`config.mk`:
```
export PLATFORM = sky130hd
export DESIGN_NAME = syndrome_matrix_vector_accumulate_unit
export DESIGN_NICKNAME = d
export VERILOG_FILES = /design/src/design/smva_pkg.sv /design/src/design/syndrome_matrix_vector_accumulate_unit.sv /design/src/design/smva_ram.sv
export VERILOG_INCLUDE_DIRS = /design/src /design/src/design
export SDC_FILE = /design/constraint.sdc
export NUM_CORES = 2
export LEC_CHECK = 0
export BUFFER_PORTS_ARGS = -buffer_cell sky130_fd_sc_hd__buf_2
export CAP_MARGIN = 20
export CORE_MARGIN = 2
export CORE_UTILIZATION = 30
export CTS_CLUSTER_SIZE = 10
export DETAILED_ROUTE_END_ITERATION = 16
export HOLD_SLACK_MARGIN = 0.15
export MAX_ROUTING_LAYER = met4
export SYNTH_ARGS = -nofsm -noshare
export SYNTH_HDL_FRONTEND = slang
export SYNTH_SLANG_ARGS = --single-unit
```
`constraint.sdc`:
```
create_clock -name clock -period 28.8 [get_ports clock]
set_input_delay 4.32 -clock clock [delete_from_list [all_inputs] [get_ports clock]]
set_output_delay 4.32 -clock clock [all_outputs]
set_load 0.05 [all_outputs]
```
`src/design/syndrome_matrix_vector_accumulate_unit_defines.svh`:
```
// ----------------------------------------------------------------------------
// syndrome accumulate unit assertion macros
// shared concurrent assertion forms for the syndrome accumulate unit
// ----------------------------------------------------------------------------
`ifndef SYNDROME_MATRIX_VECTOR_ACCUMULATE_UNIT_DEFINES_SVH
`define SYNDROME_MATRIX_VECTOR_ACCUMULATE_UNIT_DEFINES_SVH

// same-cycle implication, disabled during reset
`define SMVA_ASSERT_SAME(label, clk, rst, ante, cons, msg) \
   label: assert property (@(posedge clk) disable iff (rst) (ante) |-> (cons)) \
      else $error(msg);

// next-cycle implication, disabled during reset
`define SMVA_ASSERT_NEXT(label, clk, rst, ante, cons, msg) \
   label: assert property (@(posedge clk) disable iff (rst) (ante) |=> (cons)) \
      else $error(msg);

`endif

```
`src/design/smva_pkg.sv`:
```
// ----------------------------------------------------------------------------
// smva_pkg
// item types and opcodes of the syndrome accumulate unit
// ----------------------------------------------------------------------------
package smva_pkg;

   // width of one key word and one error word
   localparam int WORD_BITS = 32;

   // request opcodes
   typedef enum logic [1:0] {
      OP_SEED  = 2'd0,
      OP_ACCUM = 2'd1,
      OP_READ  = 2'd2
   } opcode_type;

   // request item
   typedef struct packed {
      logic [1:0]           opcode;
      logic [7:0]           byte_index;
      logic [7:0]           seed_byte;
      logic [10:0]          row;
      logic [WORD_BITS-1:0] key_word;
      logic [WORD_BITS-1:0] error_word;
   } req_item_type;

   // response item
   typedef struct packed {
      logic [7:0] syndrome_byte;
      logic [7:0] out_index;
   } rsp_item_type;

endpackage

```
`src/design/syndrome_matrix_vector_accumulate_unit.sv`:
```
// A read's item is registered in the access stage, then in the result buffer.
// Throughput: one item per cycle while fewer than two results are waiting or
// in flight; any item, whatever its opcode, is held back otherwise.
// Each accumulate is one read-modify-write of the syndrome RAM (seeds write,
// reads read), with a one-entry forward path for back-to-back same-byte writes.
// Reset clears only control state; RAM contents are undefined until seeded.
// ----------------------------------------------------------------------------
// syndrome_matrix_vector_accumulate_unit
// niederreiter syndrome accumulator over GF(2), one syndrome byte per RAM entry
// ----------------------------------------------------------------------------
`include "syndrome_matrix_vector_accumulate_unit_defines.svh"

module syndrome_matrix_vector_accumulate_unit #(
   parameter int ROWS = 1664
) (
   input  logic                   clock,
   input  logic                   reset,
   input  logic                   req_valid,
   output logic                   req_stall,
   input  smva_pkg::req_item_type req_item,
   output logic                   rsp_valid,
   input  logic                   rsp_stall,
   output smva_pkg::rsp_item_type rsp_item
);

   import smva_pkg::*;

   localparam int STORE_BYTES = (ROWS + 7) / 8;
   localparam int ADDR_W      = (STORE_BYTES > 1) ? $clog2(STORE_BYTES) : 1;
   localparam int IDX_W       = (ADDR_W > 8) ? ADDR_W : 8;
   localparam logic [12:0] STORE_BYTES_C = 13'(STORE_BYTES);
   localparam logic [12:0] ROWS_C        = 13'(ROWS);

   // request side
   logic              req_fire;
   logic              op_seed;
   logic              op_accum;
   logic              op_read;
   logic              idx_ok;
   logic              row_ok;
   logic [IDX_W-1:0]  idx_wide;
   logic [IDX_W-1:0]  row_wide;
   logic [ADDR_W-1:0] rd_addr;
   logic              word_parity;
   logic [7:0]        acc_mask;

   // access stage
   logic              s1_valid_ff, s1_valid_in;
   logic [1:0]        s1_op_ff;
   logic              s1_ok_ff;
   logic [ADDR_W-1:0] s1_addr_ff;
   logic [7:0]        s1_mask_ff;
   logic [7:0]        s1_seed_ff;
   logic [7:0]        s1_index_ff;
   logic [7:0]        ram_rd_data;
   logic [7:0]        cur_byte;
   logic              wr_en;
   logic [7:0]        wr_data;
   logic              push;
   rsp_item_type      push_item;

   // forward path for the write of the previous item
   logic              fwd_valid_ff;
   logic [ADDR_W-1:0] fwd_addr_ff;
   logic [7:0]        fwd_data_ff;

   // two-entry result buffer
   logic              rsp_valid_ff, rsp_valid_in;
   rsp_item_type      rsp_item_ff, rsp_item_in;
   logic              skid_valid_ff, skid_valid_in;
   rsp_item_type      skid_item_ff, skid_item_in;
   logic              pop;
   logic [1:0]        pending;

   // accept unless two results could collide in the buffer
   assign pending   = 2'(rsp_valid_ff) + 2'(skid_valid_ff)
                    + 2'(s1_valid_ff && (s1_op_ff == OP_READ));
   assign req_stall = (pending >= 2'd2);
   assign req_fire  = req_valid && !req_stall;

   // decode and address
   assign op_seed  = (req_item.opcode == OP_SEED);
   assign op_accum = (req_item.opcode == OP_ACCUM);
   assign op_read  = (req_item.opcode == OP_READ);
   assign idx_ok   = ({5'b0, req_item.byte_index} < STORE_BYTES_C);
   assign row_ok   = ({2'b0, req_item.row} < ROWS_C);
   assign idx_wide = IDX_W'(req_item.byte_index);
   assign row_wide = IDX_W'(req_item.row[10:3]);
   assign rd_addr  = op_accum ? row_wide[ADDR_W-1:0] : idx_wide[ADDR_W-1:0];

   // parity of the masked key word becomes one bit of the row's byte
   assign word_parity = ^(req_item.key_word & req_item.error_word);
   assign acc_mask    = word_parity ? (8'd1 << req_item.row[2:0]) : 8'd0;

   assign s1_valid_in = req_fire;

   // access stage control
   always_ff @(posedge clock) begin
      if (reset) begin
         s1_valid_ff  <= 1'b0;
         fwd_valid_ff <= 1'b0;
      end else begin
         s1_valid_ff  <= s1_valid_in;
         fwd_valid_ff <= wr_en;
      end
   end

   // access stage payload
   always_ff @(posedge clock) begin
      s1_op_ff    <= req_item.opcode;
      s1_ok_ff    <= op_accum ? row_ok : (idx_ok && (op_seed || op_read));
      s1_addr_ff  <= rd_addr;
      s1_mask_ff  <= acc_mask;
      s1_seed_ff  <= req_item.seed_byte;
      s1_index_ff <= req_item.byte_index;
      fwd_addr_ff <= s1_addr_ff;
      fwd_data_ff <= wr_data;
   end

   smva_ram #(
      .WIDTH (8),
      .DEPTH (STORE_BYTES)
   ) u_synd_ram (
      .clock   (clock),
      .wr_en   (wr_en),
      .wr_addr (s1_addr_ff),
      .wr_data (wr_data),
      .rd_addr (rd_addr),
      .rd_data (ram_rd_data)
   );

   // modify and write back, forwarding the previous write
   always_comb begin
      cur_byte = (fwd_valid_ff && (fwd_addr_ff == s1_addr_ff)) ? fwd_data_ff : ram_rd_data;
      wr_en    = s1_valid_ff && s1_ok_ff
               && ((s1_op_ff == OP_SEED) || (s1_op_ff == OP_ACCUM));
      wr_data  = (s1_op_ff == OP_SEED) ? s1_seed_ff : (cur_byte ^ s1_mask_ff);
      push     = s1_valid_ff && (s1_op_ff == OP_READ);
      push_item.syndrome_byte = s1_ok_ff ? cur_byte : 8'd0;
      push_item.out_index     = s1_index_ff;
   end

   // result buffer: head register plus skid entry
   assign pop = rsp_valid_ff && !rsp_stall;

   always_comb begin
      rsp_valid_in  = rsp_valid_ff;
      rsp_item_in   = rsp_item_ff;
      skid_valid_in = skid_valid_ff;
      skid_item_in  = skid_item_ff;
      if (!rsp_valid_ff || pop) begin
         if (skid_valid_ff) begin
            rsp_valid_in  = 1'b1;
            rsp_item_in   = skid_item_ff;
            skid_valid_in = push;
            skid_item_in  = push_item;
         end else begin
            rsp_valid_in  = push;
            rsp_item_in   = push_item;
         end
      end else if (push) begin
         skid_valid_in = 1'b1;
         skid_item_in  = push_item;
      end
   end

   always_ff @(posedge clock) begin
      if (reset) begin
         rsp_valid_ff  <= 1'b0;
         skid_valid_ff <= 1'b0;
      end else begin
         rsp_valid_ff  <= rsp_valid_in;
         skid_valid_ff <= skid_valid_in;
      end
   end

   always_ff @(posedge clock) begin
      rsp_item_ff  <= rsp_item_in;
      skid_item_ff <= skid_item_in;
   end

   assign rsp_valid = rsp_valid_ff;
   assign rsp_item  = rsp_item_ff;

   // checks
   `SMVA_ASSERT_SAME(a_skid_behind_head, clock, reset, skid_valid_ff, rsp_valid_ff, "skid without head")
   `SMVA_ASSERT_SAME(a_no_overflow, clock, reset, push && skid_valid_ff, pop, "buffer overflow")
   `SMVA_ASSERT_NEXT(a_item_reaches_access, clock, reset, req_fire, s1_valid_ff, "item lost")
   `SMVA_ASSERT_NEXT(a_fwd_tracks_write, clock, reset, wr_en, fwd_valid_ff && (fwd_data_ff == $past(wr_data)), "fwd miss")

endmodule

```
`src/design/smva_ram.sv`:
```
// ----------------------------------------------------------------------------
// smva_ram
// generic single-write, single-read RAM with registered read data
// ----------------------------------------------------------------------------
module smva_ram #(
   parameter int WIDTH = 8,
   parameter int DEPTH = 208
) (
   input  logic                                        clock,
   input  logic                                        wr_en,
   input  logic [((DEPTH > 1) ? $clog2(DEPTH) : 1)-1:0] wr_addr,
   input  logic [WIDTH-1:0]                            wr_data,
   input  logic [((DEPTH > 1) ? $clog2(DEPTH) : 1)-1:0] rd_addr,
   output logic [WIDTH-1:0]                            rd_data
);

   logic [WIDTH-1:0] mem [DEPTH];
   logic [WIDTH-1:0] rd_data_ff;

   // write port
   always_ff @(posedge clock) begin
      if (wr_en) begin
         mem[wr_addr] <= wr_data;
      end
   end

   // registered read port, old data on a same-address write
   always_ff @(posedge clock) begin
      rd_data_ff <= mem[rd_addr];
   end

   assign rd_data = rd_data_ff;

endmodule
```
==> flow_metrics.py <==
metrics = {
    "pwr": {
        "cellPowerDensity_nw_per_um2": 76.6,
        "pwr-share-seq": 0.514,
        "p_sw_w": 0.00152,
        "clkPwrFrac": 0.374,
        "power_leakage_nw": 25.0,
        "power.combinational.fraction": 0.112,
        "power.ir.vdd_worst_mv": 0.0693,
        "internal-power_w": 0.00447,
        "switching_share": 0.254,
    },
    "global_route": {
        "grt_pass1_wl_um": 276000,
        "antenna_found_initial": 6,
        "grt_overflow": 0,
        "track_usage": 0.161,
        "grt_pass1_vias": 39972,
        "largest_net_degree_at_the_start_of_global_routing": 210,
    },
    "floorplanning": {
        "ios": 115,
        "die-area_um2": 233000,
        "die_height_um": 483,
        "placeableCoreArea_um2": 228000,
        "initial_core_util": 0.302,
        "rows": 175,
        "floorplan.die.width_um": 483,
    },
    "clock_network": {
        "clock_latency_at_the_later_pin_of_the_worst_skew_pair_ns": 0.84,
        "post_cts_buffers": 0,
        "cts.repair.resized": 0,
        "clockBufferDepth": 3,
        "htree_levels": 4,
        "clock_sink_count": 1759,
        "cts.root.buffer_cell": "clkbuf_16",
        "clk_pin_slew_ns": 0.06,
        "numCtsBuffers": 198,
        "clock_tree_from_tritoncts": "yes",
        "cts_hold_buffers_added": 0,
    },
    "synth": {
        "post_synth.cell_area_avg_um2": 14.4,
        "yosys_reg_bits": 1759,
        "syn-instance-count": 4790,
        "post_synth_instance_area_um2": 68900,
        "synth_warnings": 0,
        "mappedNetlistNets": 4888,
        "synth_cell_type_count": 55,
        "yosysSeqAreaShare": 0.758,
        "synth-edff-count": 1696,
        "synthFlopType": "edfxtp_1",
        "synth_async_sr_flop_share": 0,
    },
    "placement": {
        "count_of_input_and_output_buffers": 114,
        "hpwlAfterDp_um": 108000,
        "placedInstanceArea_um2": 72700,
        "gp_congestion": 0.895,
    },
    "finish": {
        "post-route-cell-area_um2": 78300,
        "nNetsFinal": 4982,
        "nFillCells": 21590,
        "biggest_register": "u_synd_ram.mem",
        "final_layout_size_suffix_gt1_frac": 0.107,
        "largest_reg_flops": 1664,
        "layout.cells.most_common": "edfxtp_1",
        "synthToLayoutAreaGrowth_pct": 13.7,
        "layout.cells.most_common_list": "edfxtp_1, nand2_1, nand3_1, nor2_1, clkbuf_16",
    },
    "drt": {
        "drt_iter0_markers": 5090,
        "drt-wirelength-per-cell_um": 23.6,
        "postRouteWirelength_um": 188000,
        "routed_via_density": 5.19,
        "detail_route.first_pass.iterations": 5,
        "route.antenna.remaining_nets": 0,
        "drc": 0,
        "dr_total_vias": 41376,
    },
    "worst_setup_path": {
        "worstSetupEndpointType": "register",
        "critical_path.startpoint_type": "input port",
        "worst_r2r_path_depth": 10,
        "worst-endpoint-arrival_ns": 9.68,
        "timing.critical_path.required_ns": 29.56,
        "reg2reg_slack_ns": 23.12,
        "critical_path.reg2reg.startpoint": "s1_addr_ff[1]",
        "worst-setup-path-type": "in2reg",
        "worstReg2RegEnd": "u_synd_ram.mem[42][0]",
        "worst-path-max-fanout": 135,
    },
    "timing": {
        "fmax_ghz": 0.112,
        "rsz0062_at_grt": "no",
        "timing_hold_violations_final": 0,
        "tightest_slew_ns": 1.16,
        "drv_slew": 0,
        "max-slew-margin-rel": 0.208,
        "finalSetupTns_ns": 0,
        "clock_period_minus_final_worst_setup_slack_ns": 8.93,
        "report.final.setup_viol": 0,
        "clock-skew-final_ns": 0.0430,
        "final.hold.worst_slack_ns": 0.416,
        "finalCritPeriodShare": 0.310,
    },
    "min_path": {
        "worstHoldPathCells": 0,
        "start_point_of_the_worst_hold_path": "s1_addr_ff[6]",
        "min_delay_worst_endpoint": "fwd_addr_ff[6]",
        "hold_path_class": "reg2reg",
    },
    "flow_run": {
        "drv_cap": 0,
    },
    "status": {
        "outcome": "complete, no violations",
    },
}
kinds of logic after synthesis:
kind of cell / Yosys count / share of synthesized area
buffers and inverters: 325 / 0.0216
AO/OA/AOI/OAI: 555 / 0.0540
adder cells (fa/ha/maj): 1 / 0.000182
multiplexers: 217 / 0.0432
flip-flops: 1759 / 0.758
XOR/XNOR: 47 / 0.00598
AND/OR/NAND/NOR: 1886 / 0.117
routing by layer:
| metal | global-route usage | up-vias | routed length (um) |
|---|---|---|---|
| met5 | - | - | 0 |
| met4 | 0.0536 | 0 | 5890 |
| met3 | 0.0321 | 358 | 16300 |
| met2 | 0.249 | 1859 | 88500 |
| met1 | 0.212 | 20951 | 77300 |
| li1 | - | 18208 | - |
worst max-delay path, cell delays in order:
cell and delay, ns:
buf_2 0.28, and3b_1 0.81, a21oi_4 0.12, inv_8 0.58
buf_4 0.83, buf_4 0.93, a211oi_1 0.24, nor4_1 0.41
o21ai_0 0.17, nor4_1 0.40, nand4_1 0.17, nand3_1 0.09
cells in the mapped netlist (3+ instances only):
master / instances / area share
edfxtp_1: 1696 / 0.74
nand4_1: 94 / 0.0085
mux2_2: 19 / 0.0031
dfxtp_1: 63 / 0.018
o21ai_1: 8 / 0.00058
a2111oi_0: 7 / 0.00089
nor2_1: 288 / 0.016
a211oi_1: 60 / 0.0065
xnor2_1: 24 / 0.0031
nand3_1: 408 / 0.030
inv_2: 4 / 0.00022
buf_4: 16 / 0.0017
a21o_1: 3 / 0.00033
buf_6: 11 / 0.0018
mux2i_1: 135 / 0.020
a31oi_1: 96 / 0.0087
mux4_2: 59 / 0.019
buf_1: 21 / 0.0011
a32oi_1: 81 / 0.010
nand4bb_1: 4 / 0.00065
o22a_1: 16 / 0.0020
nand3b_1: 4 / 0.00044
nor3b_1: 3 / 0.00033
xor2_1: 23 / 0.0029
mux2i_4: 3 / 0.00098
nor2b_1: 18 / 0.0016
nor3_1: 14 / 0.0010
inv_1: 26 / 0.0014
buf_2: 102 / 0.0074
nor4_1: 13 / 0.0012
o32ai_1: 4 / 0.00051
a22oi_1: 49 / 0.0053
o22ai_1: 56 / 0.0051
a21oi_1: 88 / 0.0064
nand2b_1: 5 / 0.00045
o21ai_0: 74 / 0.0054
nand2_1: 1017 / 0.055
clkbuf_1: 145 / 0.0079
a221o_1: 8 / 0.0012
or4bb_1: 5 / 0.00082
power by group through the flow:
stage	logic (W)	registers (W)	clock network, W
4_1_cts	0.000677	0.00308	0.00227
3_3_place_gp	0.000661	0.00313	0
5_1_grt	0.000716	0.00308	0.00237
2_1_floorplan	0.000340	0.00330	0
6_report	0.000671	0.00308	0.00224
3_5_place_dp	0.000676	0.00313	0
worst max path at each step:
stage	slack (ns)	end	start
4_1_cts	20.04	u_synd_ram.rd_data[1]	req_item[67]
3_5_place_dp	19.16	u_synd_ram.rd_data[1]	req_item[67]
3_3_place_gp	19.31	u_synd_ram.rd_data[1]	req_item[67]
6_report	19.87	u_synd_ram.rd_data[1]	req_item[67]
2_1_floorplan	17.11	u_synd_ram.mem[0][0]	s1_addr_ff[4]
5_1_grt	19.62	u_synd_ram.rd_data[4]	req_item[67]
final cells by class:
type	count	area (um^2)	share of cell area
timing repair buffer	189	1230	0.0158
tap	3009	3760	0.0481
clock buffer	257	5290	0.0676
multi-input combinational	2706	15400	0.197
sequential	1759	52200	0.667
clock inverter	20	274	0.00350
antenna	7	17.5	0.000224
inverter	30	120	0.00153
stage by stage:
stage                     instances  total power, W  utilization  worst slack (ns)
after floorplan                4790         0.00364            -             17.11
after global placement         7688         0.00379        0.319             19.31
after detailed placement       7691         0.00381        0.319             19.16
after CTS                      7968         0.00603        0.343             20.04
after global routing           7974         0.00617        0.343             19.62
final                          7977         0.00600        0.344             19.87
(Power assumes the default switching activity.)
